**src/rtl/aets_pkg.sv**
```systemverilog
// shared types and constants for the echo threshold statistics block
`default_nettype none

package aets_pkg;

  // width of the per-frame running sums
  localparam int unsigned SumW = 11;
  // width of the averages on the output
  localparam int unsigned AvgW = 7;
  // width of a scaled numerator, avg * 255 plus rounding term
  localparam int unsigned NumW = 15;

  localparam logic [7:0] ThresholdReset = 8'd10;
  localparam logic [7:0] ScatterBase    = 8'd65;
  localparam logic [7:0] HeightBase     = 8'd200;
  localparam logic [7:0] FullScale      = 8'd255;

  // one finished frame handed from the front to the back
  typedef struct packed {
    logic [SumW-1:0] first_sum;
    logic [SumW-1:0] count_sum;
  } frame_sums_t;

endpackage

`default_nettype wire

```
**src/rtl/aets_front.sv**
```systemverilog
// front end: threshold compare, per-waveform crossing search and frame sums
`default_nettype none

module aets_front #(
  parameter int unsigned SamplesPerWaveform = 104,
  parameter int unsigned WaveformsPerFrame  = 8
) (
  input  wire                  clk_i,
  input  wire                  rst_ni,
  input  wire                  cfg_we_i,
  input  wire  [7:0]           cfg_wdata_i,
  input  wire                  accept_i,
  input  wire  [7:0]           sample_i,
  input  wire                  frame_start_i,
  output logic                 push_o,
  output aets_pkg::frame_sums_t sums_o
);

  localparam int unsigned PosW = $clog2(SamplesPerWaveform);
  localparam int unsigned WavW = (WaveformsPerFrame > 1) ? $clog2(WaveformsPerFrame) : 1;
  localparam logic [PosW-1:0] LastPos = PosW'(SamplesPerWaveform - 1);
  localparam logic [WavW-1:0] LastWav = WavW'(WaveformsPerFrame - 1);

  logic [7:0]                  thr_q;
  logic [PosW-1:0]             pos_q, pos_d;
  logic [WavW-1:0]             wav_q, wav_d;
  logic                        found_q, found_d;
  logic [PosW-1:0]             first_q, first_d;
  logic [aets_pkg::SumW-1:0]   fsum_q, fsum_d;
  logic [aets_pkg::SumW-1:0]   csum_q, csum_d;

  logic [PosW-1:0]             pos, first, first_n;
  logic [WavW-1:0]             wav;
  logic                        found, found_n, above;
  logic [aets_pkg::SumW-1:0]   fsum, csum, csum_n, fsum_n;

  always_comb begin
    // a frame start drops any partial frame before this word is used
    pos   = frame_start_i ? '0 : pos_q;
    wav   = frame_start_i ? '0 : wav_q;
    found = frame_start_i ? 1'b0 : found_q;
    first = frame_start_i ? '0 : first_q;
    fsum  = frame_start_i ? '0 : fsum_q;
    csum  = frame_start_i ? '0 : csum_q;

    above   = sample_i > thr_q;
    csum_n  = csum + aets_pkg::SumW'(above);
    found_n = found | above;
    first_n = (above && !found) ? pos : first;
    fsum_n  = fsum + (found_n ? aets_pkg::SumW'(first_n) : '0);

    pos_d   = pos_q;
    wav_d   = wav_q;
    found_d = found_q;
    first_d = first_q;
    fsum_d  = fsum_q;
    csum_d  = csum_q;
    push_o  = 1'b0;
    sums_o.first_sum = fsum_n;
    sums_o.count_sum = csum_n;

    if (accept_i) begin
      if (pos != LastPos) begin
        pos_d   = pos + PosW'(1);
        wav_d   = wav;
        found_d = found_n;
        first_d = first_n;
        fsum_d  = fsum;
        csum_d  = csum_n;
      end else begin
        pos_d   = '0;
        found_d = 1'b0;
        first_d = '0;
        if (wav != LastWav) begin
          wav_d  = wav + WavW'(1);
          fsum_d = fsum_n;
          csum_d = csum_n;
        end else begin
          // end of frame: hand the sums over and start clean
          push_o = 1'b1;
          wav_d  = '0;
          fsum_d = '0;
          csum_d = '0;
        end
      end
    end
  end

  always_ff @(posedge clk_i or negedge rst_ni) begin
    if (!rst_ni) begin
      thr_q   <= aets_pkg::ThresholdReset;
      pos_q   <= '0;
      wav_q   <= '0;
      found_q <= 1'b0;
      first_q <= '0;
      fsum_q  <= '0;
      csum_q  <= '0;
    end else begin
      if (cfg_we_i) begin
        thr_q <= cfg_wdata_i;
      end
      pos_q   <= pos_d;
      wav_q   <= wav_d;
      found_q <= found_d;
      first_q <= first_d;
      fsum_q  <= fsum_d;
      csum_q  <= csum_d;
    end
  end

endmodule

`default_nettype wire

```
**src/rtl/aets_fifo.sv**
```systemverilog
// short queue of finished frame sums between front and back
`default_nettype none

module aets_fifo (
  input  wire                   clk_i,
  input  wire                   rst_ni,
  input  wire                   push_i,
  input  aets_pkg::frame_sums_t push_data_i,
  output logic                  full_o,
  input  wire                   pop_i,
  output logic                  empty_o,
  output aets_pkg::frame_sums_t pop_data_o
);

  localparam int unsigned Depth = 4;
  localparam int unsigned PtrW  = $clog2(Depth);

  aets_pkg::frame_sums_t mem_q [Depth];
  logic [PtrW-1:0] wr_ptr_q, rd_ptr_q;
  logic [PtrW:0]   count_q;

  assign full_o     = (count_q == (PtrW+1)'(Depth));
  assign empty_o    = (count_q == '0);
  assign pop_data_o = mem_q[rd_ptr_q];

  always_ff @(posedge clk_i) begin
    if (push_i) begin
      mem_q[wr_ptr_q] <= push_data_i;
    end
  end

  always_ff @(posedge clk_i or negedge rst_ni) begin
    if (!rst_ni) begin
      wr_ptr_q <= '0;
      rd_ptr_q <= '0;
      count_q  <= '0;
    end else begin
      if (push_i) begin
        wr_ptr_q <= wr_ptr_q + PtrW'(1);
      end
      if (pop_i) begin
        rd_ptr_q <= rd_ptr_q + PtrW'(1);
      end
      if (push_i && !pop_i) begin
        count_q <= count_q + (PtrW+1)'(1);
      end else if (pop_i && !push_i) begin
        count_q <= count_q - (PtrW+1)'(1);
      end
    end
  end

endmodule

`default_nettype wire

```
**src/rtl/aets_back.sv**
```systemverilog
// back end: averaging, scaling and clamping pipeline with output register
`default_nettype none

module aets_back #(
  parameter int unsigned SamplesPerWaveform = 104,
  parameter int unsigned WaveformsPerFrame  = 8
) (
  input  wire                   clk_i,
  input  wire                   rst_ni,
  input  wire                   empty_i,
  input  aets_pkg::frame_sums_t sums_i,
  output logic                  pop_o,
  output logic                  out_valid_o,
  input  wire                   out_ready_i,
  output logic [7:0]            scatter_o,
  output logic [7:0]            height_o,
  output logic [aets_pkg::AvgW-1:0] avg_first_o,
  output logic [aets_pkg::AvgW-1:0] avg_count_o
);

  localparam int unsigned SumW = aets_pkg::SumW;
  localparam int unsigned AvgW = aets_pkg::AvgW;
  localparam int unsigned NumW = aets_pkg::NumW;

  // reciprocal of the waveform count, exact for every sum below 2**SumW
  localparam int unsigned Shift1 = SumW + $clog2(WaveformsPerFrame);
  localparam int unsigned Recip1 = ((1 << Shift1) + WaveformsPerFrame - 1) / WaveformsPerFrame;
  localparam int unsigned Prod1W = SumW + SumW + 1;

  // reciprocal of the waveform length, exact for every numerator below 2**NumW
  localparam int unsigned Shift2 = NumW + $clog2(SamplesPerWaveform);
  localparam int unsigned Recip2 = ((1 << Shift2) + SamplesPerWaveform - 1) / SamplesPerWaveform;
  localparam int unsigned Prod2W = NumW + NumW + 1;
  localparam int unsigned QuotW  = NumW + 1;

  localparam logic [SumW:0]   Recip1C  = (SumW+1)'(Recip1);
  localparam logic [NumW:0]   Recip2C  = (NumW+1)'(Recip2);
  localparam logic [NumW-1:0] RoundAdd = NumW'(SamplesPerWaveform - 1);

  logic advance;
  logic v1_q, v2_q, v3_q;

  logic [Prod1W-1:0] fprod_q, cprod_q;
  logic [AvgW-1:0]   afirst_q, acnt_q;
  logic [Prod2W-1:0] upprod_q, scprod_q;
  logic [7:0]        scatter_q, height_q;
  logic [AvgW-1:0]   afirst_out_q, acnt_out_q;

  logic [AvgW-1:0]   afirst, acnt;
  logic [NumW-1:0]   up_num, sc_num;
  logic [QuotW-1:0]  up, sc;
  logic [7:0]        scatter_d, height_d;

  // whole pipeline moves together whenever the output word can leave
  assign advance = !v3_q || out_ready_i;
  assign pop_o   = advance && !empty_i;

  always_comb begin
    afirst = fprod_q[Shift1 +: AvgW];
    acnt   = cprod_q[Shift1 +: AvgW];
    // x * 255 as (x << 8) - x
    up_num = ({afirst, 8'd0} - NumW'(afirst)) + RoundAdd;
    sc_num = {acnt, 8'd0} - NumW'(acnt);

    up = QuotW'(upprod_q >> Shift2);
    sc = QuotW'(scprod_q >> Shift2);

    if (sc >= QuotW'(aets_pkg::FullScale - aets_pkg::ScatterBase)) begin
      scatter_d = aets_pkg::FullScale;
    end else begin
      scatter_d = aets_pkg::ScatterBase + sc[7:0];
    end

    if (up >= QuotW'(aets_pkg::HeightBase)) begin
      height_d = '0;
    end else begin
      height_d = aets_pkg::HeightBase - up[7:0];
    end
  end

  always_ff @(posedge clk_i) begin
    if (advance) begin
      fprod_q      <= Prod1W'(sums_i.first_sum * Recip1C);
      cprod_q      <= Prod1W'(sums_i.count_sum * Recip1C);
      afirst_q     <= afirst;
      acnt_q       <= acnt;
      upprod_q     <= Prod2W'(up_num * Recip2C);
      scprod_q     <= Prod2W'(sc_num * Recip2C);
      afirst_out_q <= afirst_q;
      acnt_out_q   <= acnt_q;
      scatter_q    <= scatter_d;
      height_q     <= height_d;
    end
  end

  always_ff @(posedge clk_i or negedge rst_ni) begin
    if (!rst_ni) begin
      v1_q <= 1'b0;
      v2_q <= 1'b0;
      v3_q <= 1'b0;
    end else if (advance) begin
      v1_q <= !empty_i;
      v2_q <= v1_q;
      v3_q <= v2_q;
    end
  end

  assign out_valid_o = v3_q;
  assign scatter_o   = scatter_q;
  assign height_o    = height_q;
  assign avg_first_o = afirst_out_q;
  assign avg_count_o = acnt_out_q;

endmodule

`default_nettype wire

```
**src/rtl/altimeter_echo_threshold_stats.sv**
```systemverilog
// top level of the radar echo threshold statistics block
//
// input stream: one 8-bit echo sample per word in s_axis_tdata, s_axis_tuser
// set on the first sample of a frame to drop any partial frame. a frame is
// WaveformsPerFrame waveforms of SamplesPerWaveform samples.
// output stream: one word per completed frame with scatter level, height
// level and the two floor averages. cfg_we_i/cfg_wdata_i write the echo
// threshold (reset value 10); write it only while the block is idle.
// throughput: one sample per cycle while s_axis_tready is high. the front
// keeps the per-sample compare and sums, a four-entry queue holds finished
// frames, and a three-stage back pipeline (two reciprocal multiplies) forms
// the result. the sums of a frame enter the queue when its last sample is
// taken, then pass through the three back stages to the output register.
// stalls: when m_axis_tready is low with a result word waiting, the back
// pipeline holds; the front keeps taking samples until four finished frames
// wait in the queue, then s_axis_tready drops.
// reset: counters, sums and the queue clear, the threshold returns to 10.
`default_nettype none

module altimeter_echo_threshold_stats #(
  parameter int unsigned SamplesPerWaveform = 104,
  parameter int unsigned WaveformsPerFrame  = 8
) (
  input  wire         clk_i,
  input  wire         rst_ni,
  input  wire         cfg_we_i,
  input  wire  [7:0]  cfg_wdata_i,
  input  wire         s_axis_tvalid,
  output logic        s_axis_tready,
  input  wire  [7:0]  s_axis_tdata,   // [7:0] sample
  input  wire         s_axis_tuser,   // [0] frame_start
  output logic        m_axis_tvalid,
  input  wire         m_axis_tready,
  // [7:0] scatter_level, [15:8] height_level, [22:16] avg_first_index,
  // [29:23] avg_count, [31:30] zero
  output logic [31:0] m_axis_tdata
);

  logic                  accept, push, full, empty, pop;
  aets_pkg::frame_sums_t push_sums, pop_sums;
  logic [7:0]            scatter, height;
  logic [aets_pkg::AvgW-1:0] avg_first, avg_count;

  assign s_axis_tready = !full;
  assign accept        = s_axis_tvalid && !full;

  aets_front #(
    .SamplesPerWaveform (SamplesPerWaveform),
    .WaveformsPerFrame  (WaveformsPerFrame)
  ) u_front (
    .clk_i         (clk_i),
    .rst_ni        (rst_ni),
    .cfg_we_i      (cfg_we_i),
    .cfg_wdata_i   (cfg_wdata_i),
    .accept_i      (accept),
    .sample_i      (s_axis_tdata),
    .frame_start_i (s_axis_tuser),
    .push_o        (push),
    .sums_o        (push_sums)
  );

  aets_fifo u_fifo (
    .clk_i       (clk_i),
    .rst_ni      (rst_ni),
    .push_i      (push),
    .push_data_i (push_sums),
    .full_o      (full),
    .pop_i       (pop),
    .empty_o     (empty),
    .pop_data_o  (pop_sums)
  );

  aets_back #(
    .SamplesPerWaveform (SamplesPerWaveform),
    .WaveformsPerFrame  (WaveformsPerFrame)
  ) u_back (
    .clk_i       (clk_i),
    .rst_ni      (rst_ni),
    .empty_i     (empty),
    .sums_i      (pop_sums),
    .pop_o       (pop),
    .out_valid_o (m_axis_tvalid),
    .out_ready_i (m_axis_tready),
    .scatter_o   (scatter),
    .height_o    (height),
    .avg_first_o (avg_first),
    .avg_count_o (avg_count)
  );

  assign m_axis_tdata = {2'b00, avg_count, avg_first, height, scatter};

endmodule

`default_nettype wire
```
**config.mk**
```make
export PLATFORM = sky130hd
export DESIGN_NAME = altimeter_echo_threshold_stats
export DESIGN_NICKNAME = d
export VERILOG_FILES = /design/src/rtl/aets_pkg.sv /design/src/rtl/aets_front.sv /design/src/rtl/aets_fifo.sv /design/src/rtl/aets_back.sv /design/src/rtl/altimeter_echo_threshold_stats.sv
export SDC_FILE = /design/constraint.sdc
export NUM_CORES = 1
export LEC_CHECK = 0
export BUFFER_PORTS_ARGS = -buffer_cell sky130_fd_sc_hd__buf_2
export CORE_ASPECT_RATIO = 0.5
export CORE_MARGIN = 2
export CORE_UTILIZATION = 32
export DETAILED_ROUTE_END_ITERATION = 8
export PLACE_DENSITY = 0.53
export SYNTH_ARGS = -nofsm -noshare
export SYNTH_HDL_FRONTEND = slang
export SYNTH_SLANG_ARGS = --single-unit
export TNS_END_PERCENT = 50
```
**constraint.sdc**
```tcl
create_clock -name clk_i -period 11 [get_ports clk_i]
set_clock_uncertainty 0.05 [all_clocks]
set_input_delay 1.65 -clock clk_i [delete_from_list [all_inputs] [get_ports clk_i]]
set_output_delay 1.65 -clock clk_i [all_outputs]
set_load 0.01 [all_outputs]
```
==> impl_metrics.env, run 1 <==
export IMPL_yosys_top_cells_count="inv_1 (282), ha_1 (270), edfxtp_1 (132), fa_1 (122), nand2_1 (76)"
export IMPL_gr_total_overflow=0
export IMPL_fmax_mhz=131
export IMPL_comb_power_share_pct=3.5
export IMPL_nets=1862
export IMPL_p_int_uw=1130
export IMPL_firstDrtPassIters=6
export IMPL_setup_viol=0
export IMPL_wl_met1_um=15800
export IMPL_clockPowerShare_pct=43.6
export IMPL_crit_required_ps=11230
export IMPL_hold_viol=0
export IMPL_die_area_mm2=0.0512
export IMPL_antenna_found_initial=0
export IMPL_p_leak_uw=0.00822
export IMPL_worst_pin_slew_ps=1050
export IMPL_drc=0
export IMPL_grt_pass1_vias=9943
export IMPL_hold_buffers=0
export IMPL_synth_edf_count=132
export IMPL_rsz0062_at_grt="no"
export IMPL_num_fill_cells=4839
export IMPL_synth_area_mm2=0.0158
export IMPL_routed_top_layer="met4"
export IMPL_die_h_um=161
export IMPL_power_switching_uw=331
export IMPL_synth_seq_cells=188
export IMPL_viasPerCell=4.53
export IMPL_synth_most_common_cell="inv_1"
export IMPL_synthFlopType="edfxtp_1"
export IMPL_crit_path_start_kind="flip-flop"
export IMPL_io_buffers=53
export IMPL_wl_met2_um=14200
export IMPL_end_kind="flip-flop"
export IMPL_layout_min_cycle_time_ps=7650
export IMPL_cts_tree="yes"
export IMPL_timing_final_crit_share_pct=69.5
export IMPL_hold_path_class="reg2reg"
export IMPL_setup_tns_ps=0
export IMPL_syn_avg_cell_area_um2=11.3
export IMPL_synth_top_area_share_pct=25.1
export IMPL_core_area_mm2=0.0486
export IMPL_drv_cap=0
export IMPL_place_congestion=0.853
export IMPL_clock_latency_ps=440
export IMPL_cts_root_buffer="clkbuf_16"
export IMPL_cp_arrival_ps=7880
export IMPL_async_flop_share_pct=29.8
export IMPL_area_delta_synth_final_pct=10.2
export IMPL_antenna_cells=0
export IMPL_die_x_um=318
export IMPL_status="complete, no violations"
export IMPL_wl_per_cell_um=14.7
export IMPL_numCtsBuffers=17
export IMPL_place_ws_ps=3370
export IMPL_critPathKind="reg2reg"
export IMPL_power_density_mw_per_mm2=83.7
export IMPL_slew_headroom_pct=30.1
export IMPL_setup_slack_ps=3350
export IMPL_layout_drive_gt1_share_pct=8.97
export IMPL_dr_wl_met3_um=720
export IMPL_synth_cells=1396
export IMPL_post_cts_buffers=0
export IMPL_grt_max_degree=57
export IMPL_synth_largest_area_cell="edfxtp_1"
export IMPL_swShare_pct=22.7
export IMPL_htreeDepth=4
export IMPL_synthTopCellsByArea="edfxtp_1 (25%), ha_1 (21%), fa_1 (15%)"
export IMPL_drv_slew=0
export IMPL_row_count=57
export IMPL_clock_sinks=188
export IMPL_clk_pin_slew_ps=70
export IMPL_globalRouteTotalUtil_pct=12.8
export IMPL_hpwl_um=24400
export IMPL_cts_resized=0
export IMPL_start_util_pct=32.5
export IMPL_vdd_drop_max_v=0.000135
export IMPL_cp_max_fo=9
export IMPL_num_vias=9553
export IMPL_clock_path_buffers=2
export IMPL_yosys_warnings=0
export IMPL_ys_seq_area_share_pct=34.0
export IMPL_routed_wl_um=30900
export IMPL_p_seq_share_pct=52.9
export IMPL_ant_nets=0
export IMPL_io_pins=56
export IMPL_synth_distinct_cells=69
export IMPL_drtIter0Drc=439
export IMPL_grt_pass1_wl_um=52200
power groups by stage:
stage	Combinational, uW	Sequential [uW]	Clock, uW
finish	51.3	770	636
global route	59.2	772	681
CTS	52.7	770	655
detailed placement	52.3	786	0
global placement	52.1	786	0
floorplan	39.7	780	0
per-layer routing:
metal / GRT usage [%] / vias up
met5: 0 / -
met4: 2.67 / 0
met3: 1.73 / 19
met2: 20.6 / 90
met1: 18.4 / 4654
li1: - / 4790
cell type report:
cell class / count / area, um2 / area share [%]
Timing Repair Buffer: 59 / 310 / 1.78
Tap cell: 649 / 812 / 4.67
Inverter: 282 / 1060 / 6.08
Clock inverter: 12 / 121 / 0.697
Multi-Input combinational cell: 900 / 9260 / 53.2
Sequential cell: 188 / 5370 / 30.8
Clock buffer: 20 / 479 / 2.75
worst max-delay path, cell delays in order (launching register included):
cell and delay (ps):
edfxtp_1 510, or3_1 470, nor4_2 280, nand2b_1 380, inv_1 220, nor3_1 60, a21oi_1 230, inv_1 220
ha_1 400, fa_1 560, inv_1 50, fa_1 470, inv_1 50, fa_1 500, fa_1 550, inv_1 60
fa_1 520, inv_1 50, ha_1 300, nand4_2 130, nor2_2 140, nand2_1 80, o41a_1 460, a21oi_2 220
nor3_2 100, o211a_1 240, a211oi_2 190
layout by cell type (no fill, tap or decap), drive strengths merged, types with 22 or more instances in the layout:
cell type / n
a21oi: 45
a22o: 25
buf: 59
dfrtp: 54
edfxtp: 132
fa: 122
ha: 270
inv: 288
nand2: 76
nor2: 53
nor2b: 22
o21ai: 37
xnor2: 43
xor2: 33
cells by family after synthesis:
logic type                 Yosys count  share of synthesized area [%]
adders and majority gates          392                           36.9
buffers and inverters              309                           7.44
and+or+nand+nor                    241                           7.74
DFF                                188                           34.0
AOI/OAI and AO/OA                  167                           7.16
xor gates and xnor gates            76                           4.22
muxes                               22                           2.54
other                                1                         0.0238
registers in the layout, summed over array words and instances, names as in the netlist, 2 cells and up:
| signal | flops |
|---|---|
| u_back.scprod_q | 9 |
| u_front.wav_q | 3 |
| u_back.fprod_q | 7 |
| u_back.avg_count_o | 7 |
| u_back.upprod_q | 9 |
| u_fifo.mem_q | 56 |
| u_front.fsum_q | 10 |
| u_front.thr_q | 8 |
| u_front.csum_q | 10 |
| u_back.avg_first_o | 7 |
| u_front.first_q | 7 |
| u_fifo.wr_ptr_q | 2 |
| u_fifo.count_q | 3 |
| u_back.scatter_o | 8 |
| u_back.afirst_q | 7 |
| u_front.pos_q | 7 |
| u_back.height_o | 8 |
| u_fifo.rd_ptr_q | 2 |
| u_back.cprod_q | 7 |
| u_back.acnt_q | 7 |
metrics by stage:
step / instance area [um2] / std cells / total power (uW) / hold slack [ps] / util [%]
final: 17400 / 2110 / 1460 / 370 / 35.8
after global routing: 17400 / 2110 / 1510 / 375 / 35.8
after CTS: 17400 / 2110 / 1480 / 371 / 35.8
after detailed placement: 16800 / 2078 / 838 / 355 / 34.5
after global placement: 16800 / 2078 / 838 / 356 / 34.5
after floorplan: 15800 / 1397 / 819 / 350 / -
path summary, 6_finish.rpt:
kind                                               from                               to  slack [ps]  cells past startpoint
setup / recovery           u_back.cprod_q[16]$_DFFE_PP_    u_back.scprod_q[30]$_DFFE_PP_        3350                     26
max in group asynchronous                        rst_ni     u_front.wav_q[1]$_DFFE_PN0P_        9080                      2
min in group asynchronous                        rst_ni     u_front.thr_q[5]$_DFFE_PN0P_        1300                      2
hold / removal             u_back.afirst_q[5]$_DFFE_PP_  u_back.avg_first_o[5]$_DFFE_PP_         370                      0
setup reg to reg           u_back.cprod_q[16]$_DFFE_PP_    u_back.scprod_q[30]$_DFFE_PP_        3350                     26
hold reg to reg            u_back.afirst_q[5]$_DFFE_PP_  u_back.avg_first_o[5]$_DFFE_PP_         370                      0
Note: power is estimated with default switching activity, not from simulation.
==> run 2: changes to the inputs <==
Settings changed: ABC_AREA from default to 1.
Clock period 11 ns to 7.5 ns, I/O delays scaled along.
==> impl_metrics.env, run 2 <==
export IMPL_cp_arrival_ps=6820
export IMPL_synth_largest_area_cell="edfxtp_1"
export IMPL_crit_path_start="u_back.fprod_q[18]$_DFFE_PP_"
export IMPL_io_buffers=53
export IMPL_synth_distinct_cells=54
export IMPL_timing_final_crit_share_pct=88.8
export IMPL_status="complete, no violations"
export IMPL_post_cts_buffers=0
export IMPL_rr_worst_depth=24
export IMPL_drv_slew=0
export IMPL_crit_path_start_kind="flip-flop"
export IMPL_synthTopCellsByArea="edfxtp_1 (23%), ha_1 (19%), fa_1 (14%)"
export IMPL_cp_cell_sequence="inv_1 -> ha_1 -> nor2_4 -> nand2_2 -> a21boi_2 -> xor2_1 -> fa_1 -> ha_1 -> fa_1 -> inv_1 -> fa_1 -> inv_1 -> ha_1 -> ha_1 -> ha_1 -> nand2_1 -> inv_1 -> nand3_1 -> nor3_1 -> nand2_1 -> nor2_1 -> nand2_1 -> nand3_1 -> nand2_1"
export IMPL_yosys_warnings=0
export IMPL_synth_cells=2005
export IMPL_synth_top_family_by_area="adder cells"
export IMPL_slew_headroom_pct=29.5
export IMPL_clock_latency_ps=470
export IMPL_synth_xor_area_share_pct=2.34
export IMPL_synth_edf_count=132
export IMPL_setup_viol=0
export IMPL_numCtsBuffers=17
export IMPL_drv_cap=0
export IMPL_grt_max_degree=57
export IMPL_critPathSlowestCell="xor2_1"
export IMPL_async_flop_share_pct=29.8
export IMPL_cts_tree="yes"
export IMPL_cp_max_fo=9
export IMPL_hold_path_startpoint="u_back.afirst_q[5]$_DFFE_PP_"
export IMPL_setup_tns_ps=0
export IMPL_ant_nets=0
export IMPL_synth_compound_area_share_pct=6.98
export IMPL_r2r_start="u_back.fprod_q[18]$_DFFE_PP_"
export IMPL_hpwl_um=31100
export IMPL_crit_required_ps=7660
export IMPL_viasPerCell=4.47
export IMPL_nets=2491
export IMPL_die_area_mm2=0.0569
export IMPL_synth_area_mux_share_pct=0.128
export IMPL_cts_resized=0
export IMPL_rsz0062_at_grt="no"
export IMPL_layout_commonest_cell="inv_1"
export IMPL_largest_reg_flops=56
export IMPL_path_common_cell="ha_1"
export IMPL_gr_total_overflow=0
export IMPL_critPathKind="reg2reg"
export IMPL_layout_drive_gt1_share_pct=6.89
export IMPL_dp_cells=2771
export IMPL_synthSimpleGateAreaFrac_pct=16.6
export IMPL_grt_pass1_wl_um=65200
export IMPL_clock_path_buffers=2
export IMPL_hold_viol=0
export IMPL_routed_wl_um=38200
export IMPL_synth_most_common_cell="inv_1"
export IMPL_die_h_um=170
export IMPL_synth_top_area_share_pct=22.6
export IMPL_die_x_um=335
export IMPL_area_delta_synth_final_pct=10.5
export IMPL_synth_area_mm2=0.0176
export IMPL_start_util_pct=32.6
export IMPL_hold_end="u_back.avg_first_o[5]$_DFFE_PP_"
export IMPL_r2r_end="u_back.upprod_q[29]$_DFFE_PP_"
export IMPL_yosys_top_cells_count="inv_1 (451), nand2_1 (385), ha_1 (270), nor2_1 (153), edfxtp_1 (132)"
export IMPL_worst_pin_slew_ps=1050
export IMPL_antenna_cells=0
export IMPL_reg_top3="u_fifo.mem_q: 56 flops, u_front.csum_q: 10 flops, u_front.fsum_q: 10 flops"
export IMPL_min_path_cells=0
export IMPL_synthFlopType="edfxtp_1"
export IMPL_top_register="u_fifo.mem_q"
export IMPL_globalRouteTotalUtil_pct=14.3
export IMPL_hold_path_class="reg2reg"
export IMPL_r2r_slack_ps=840
export IMPL_cp_slowest_stage_delay_ps=840
export IMPL_drtIter0Drc=690
export IMPL_grt_pass1_vias=12900
export IMPL_row_count=60
export IMPL_core_area_mm2=0.0540
export IMPL_firstDrtPassIters=5
export IMPL_num_fill_cells=5502
export IMPL_wl_per_cell_um=13.6
export IMPL_htreeDepth=4
export IMPL_place_congestion=0.884
export IMPL_io_pins=56
export IMPL_cts_root_buffer="clkbuf_16"
export IMPL_antenna_found_initial=0
export IMPL_hold_buffers=0
export IMPL_ys_seq_area_share_pct=30.5
export IMPL_synth_seq_cells=188
export IMPL_synth_fa_ha_area_share_pct=33.1
export IMPL_syn_avg_cell_area_um2=8.77
export IMPL_layout_min_cycle_time_ps=6660
export IMPL_end_kind="flip-flop"
export IMPL_drc=0
export IMPL_fin_cells=2803
export IMPL_layout_common_cells="inv_1 (451), nand2_1 (384), ha_1 (270), nor2_1 (153), edfxtp_1 (132)"
export IMPL_fmax_mhz=150
export IMPL_clock_sinks=188
export IMPL_clk_pin_slew_ps=90
export IMPL_num_vias=12500
-- run 2: changes by cell type in the layout (fill, tap and decap cells not counted), sizes merged, moves of 22 or more --
cell   before  now
nor2       53  163
a21oi      45   68
xnor2      43    9
nand3      20   75
nand2      76  392
a22o       25    0
nor2b      22    0
nand4       5   30
o22ai       1   26
o21ai      37   89
inv       288  463
-- run 2: metal layers --
layer  global-route usage, %  vias up  wire length, um
met2                    24.6      138            17700
met3                    2.31       22             1010
met1                    18.9     5823            19100
li1                        -     6536                -
met4                    2.94        0              392
met5                       0        -                0
-- run 2: worst max path at each step --
| stage | endpoint | slack (ps) | cells after the start |
|---|---|---|---|
| floorplan | u_back.upprod_q[29]$_DFFE_PP_ | 1330 | 27 |
| global placement | u_back.upprod_q[29]$_DFFE_PP_ | 770 | 24 |
| detailed placement | u_back.upprod_q[29]$_DFFE_PP_ | 820 | 24 |
| CTS | u_back.upprod_q[29]$_DFFE_PP_ | 760 | 24 |
| global route | u_back.upprod_q[29]$_DFFE_PP_ | 270 | 24 |
| finish | u_back.upprod_q[29]$_DFFE_PP_ | 840 | 24 |
-- run 2: critical path: cells and delay by family (launching register included) --
family | cells | cell delay (ps)
buf+inv | 4 | 320
xor+xnor | 1 | 840
flops | 1 | 500
simple gates | 10 | 1310
fa+ha+maj | 8 | 3160
compound gates | 1 | 200
-- run 2: metrics by stage --
stage / utilization [%] / area, um2 / worst slack (ps) / hold WS (ps)
after floorplan: - / 17600 / 1330 / 350
after global placement: 34.8 / 18800 / 775 / 352
after detailed placement: 34.8 / 18800 / 817 / 355
after CTS: 36.0 / 19400 / 764 / 375
after global routing: 36.0 / 19400 / 273 / 380
final: 36.0 / 19400 / 842 / 373
-- run 2: kinds of logic after synthesis --
| kind of cell | after synthesis |
|---|---|
| adder cells (fa/ha/maj) | 392 |
| flip-flops | 188 |
| AND/OR/NAND/NOR | 686 |
| multiplexers | 2 |
| XOR/XNOR | 44 |
| buffers and inverters | 475 |
| other | 1 |
| AO/OA/AOI/OAI | 217 |
-- run 2: area by class of cell --
cell class | count | area (um2) | share of cell area [%]
clock buffer | 17 | 425 | 2.19
inverter | 455 | 1710 | 8.81
tap | 713 | 892 | 4.59
multi-input combinational | 1343 | 10400 | 53.6
timing repair buffer | 72 | 408 | 2.10
clock inverter | 15 | 203 | 1.04
sequential | 188 | 5370 | 27.6
Power of run 2 is not shown: default switching activity piles up to over one toggle a cycle in this logic, so the estimate is an artifact.
==> run 3: changes to the inputs <==
Settings changed: CORE_MARGIN 2 to 3.
==> impl_metrics.env, run 3 (synthesized netlist as in run 2, its figures left out) <==
export IMPL_hold_end="u_back.avg_count_o[5]$_DFFE_PP_"
export IMPL_grt_pass1_vias=12900
export IMPL_fin_util_pct=35.9
export IMPL_reg_top3="u_fifo.mem_q: 56 flops, u_front.csum_q: 10 flops, u_front.fsum_q: 10 flops"
export IMPL_grt_pass1_wl_um=65000
export IMPL_die_area_mm2=0.0579
export IMPL_start_util_pct=32.5
export IMPL_slew_headroom_pct=27.9
export IMPL_layout_min_cycle_time_ps=6560
export IMPL_cp_slowest_stage_delay_ps=650
export IMPL_viasPerCell=4.47
export IMPL_cp_buffers_inverters=8
export IMPL_drc=0
export IMPL_setup_viol=0
export IMPL_cts_root_buffer="clkbuf_16"
export IMPL_io_buffers=53
export IMPL_die_h_um=172
export IMPL_critPathTopFamily="adder cells"
export IMPL_clock_path_buffers=2
export IMPL_firstDrtPassIters=4
export IMPL_hold_viol=0
export IMPL_drv_cap=0
export IMPL_layout_common_cells="inv_1 (451), nand2_1 (384), ha_1 (270), nor2_1 (152), edfxtp_1 (132)"
export IMPL_cts_resized=0
export IMPL_gr_total_overflow=0
export IMPL_numCtsBuffers=17
export IMPL_clock_latency_ps=460
export IMPL_critPathKind="reg2reg"
export IMPL_routed_wl_um=38000
export IMPL_status="complete, no violations"
export IMPL_fin_cells=2802
export IMPL_min_path_cells=0
export IMPL_antenna_found_initial=0
export IMPL_crit_required_ps=7650
export IMPL_num_fill_cells=5563
export IMPL_largest_reg_flops=56
export IMPL_die_x_um=337
export IMPL_clk_pin_slew_ps=90
export IMPL_dp_cells=2770
export IMPL_rr_worst_depth=27
export IMPL_hold_path_startpoint="u_back.acnt_q[5]$_DFFE_PP_"
export IMPL_dpl_cell_area_mm2=0.0188
export IMPL_htreeDepth=4
export IMPL_drtIter0Drc=609
export IMPL_cts_tree="yes"
export IMPL_area_delta_synth_final_pct=10.3
export IMPL_grt_max_degree=81
export IMPL_clock_sinks=188
export IMPL_globalRouteTotalUtil_pct=14.0
export IMPL_crit_path_start_kind="flip-flop"
export IMPL_core_area_mm2=0.0541
export IMPL_end_kind="flip-flop"
export IMPL_top_register="u_fifo.mem_q"
export IMPL_antenna_cells=0
export IMPL_timing_final_crit_share_pct=87.4
export IMPL_ant_nets=0
export IMPL_cp_max_fo=11
export IMPL_setup_tns_ps=0
export IMPL_final_cell_area_mm2=0.0194
export IMPL_num_vias=12500
export IMPL_fmax_mhz=153
export IMPL_rsz0062_at_grt="no"
export IMPL_hpwl_um=30800
export IMPL_drv_slew=0
export IMPL_r2r_end="u_back.scprod_q[26]$_DFFE_PP_"
export IMPL_wl_per_cell_um=13.6
export IMPL_worst_pin_slew_ps=1080
export IMPL_critPathSlowestCell="edfxtp_1"
export IMPL_hold_buffers=0
export IMPL_io_pins=56
export IMPL_post_cts_buffers=0
export IMPL_layout_commonest_cell="inv_1"
export IMPL_nets=2490
export IMPL_layout_drive_gt1_share_pct=6.85
export IMPL_cp_arrival_ps=6710
export IMPL_row_count=60
export IMPL_r2r_start="u_back.cprod_q[14]$_DFFE_PP_"
export IMPL_hold_path_class="reg2reg"
export IMPL_r2r_slack_ps=940
export IMPL_place_congestion=0.872
export IMPL_path_common_cell="inv_1"
-- run 3: how the worst max path moves through the flow --
stage                                 startpoint                             to  cells past startpoint
floorplan           u_back.fprod_q[17]$_DFFE_PP_  u_back.upprod_q[29]$_DFFE_PP_                     27
global placement    u_back.fprod_q[17]$_DFFE_PP_  u_back.upprod_q[29]$_DFFE_PP_                     27
detailed placement  u_back.cprod_q[14]$_DFFE_PP_  u_back.scprod_q[26]$_DFFE_PP_                     27
CTS                 u_back.cprod_q[14]$_DFFE_PP_  u_back.scprod_q[26]$_DFFE_PP_                     27
global route        u_back.cprod_q[14]$_DFFE_PP_  u_back.scprod_q[26]$_DFFE_PP_                     26
finish              u_back.cprod_q[14]$_DFFE_PP_  u_back.scprod_q[26]$_DFFE_PP_                     27
-- run 3: worst register-to-register path, delay by kind of cell (launching register included) --
family,cells,cell delay (ps)
AO/OA/AOI/OAI,2,190
adder cells (fa/ha/maj),7,3290
buffers and inverters,8,750
flip-flops,1,650
AND/OR/NAND/NOR,10,1390
-- run 3: layer usage --
| metal | vias up | routed length, um | track usage, % |
|---|---|---|---|
| met5 | - | 0 | 0 |
| met3 | 28 | 991 | 2.41 |
| met1 | 5849 | 19100 | 18.7 |
| met2 | 121 | 17500 | 23.7 |
| li1 | 6524 | - | - |
| met4 | 0 | 484 | 3.16 |
-- run 3: final cells by class --
class / instances / area [um2] / share of cell area, %
Clock buffer: 18 / 429 / 2.21
Clock inverter: 14 / 168 / 0.865
Inverter: 455 / 1710 / 8.83
Multi-Input combinational cell: 1343 / 10400 / 53.7
Sequential cell: 188 / 5370 / 27.7
Tap cell: 713 / 892 / 4.60
Timing Repair Buffer: 71 / 400 / 2.07
-- run 3: through the flow --
| step | setup slack (ps) | hold slack [ps] |
|---|---|---|
| after floorplan | 1330 | 350 |
| after global placement | 1050 | 352 |
| after detailed placement | 951 | 357 |
| after CTS | 906 | 378 |
| after global routing | 459 | 381 |
| final | 945 | 374 |
Power of run 3 is left out for the same reason.
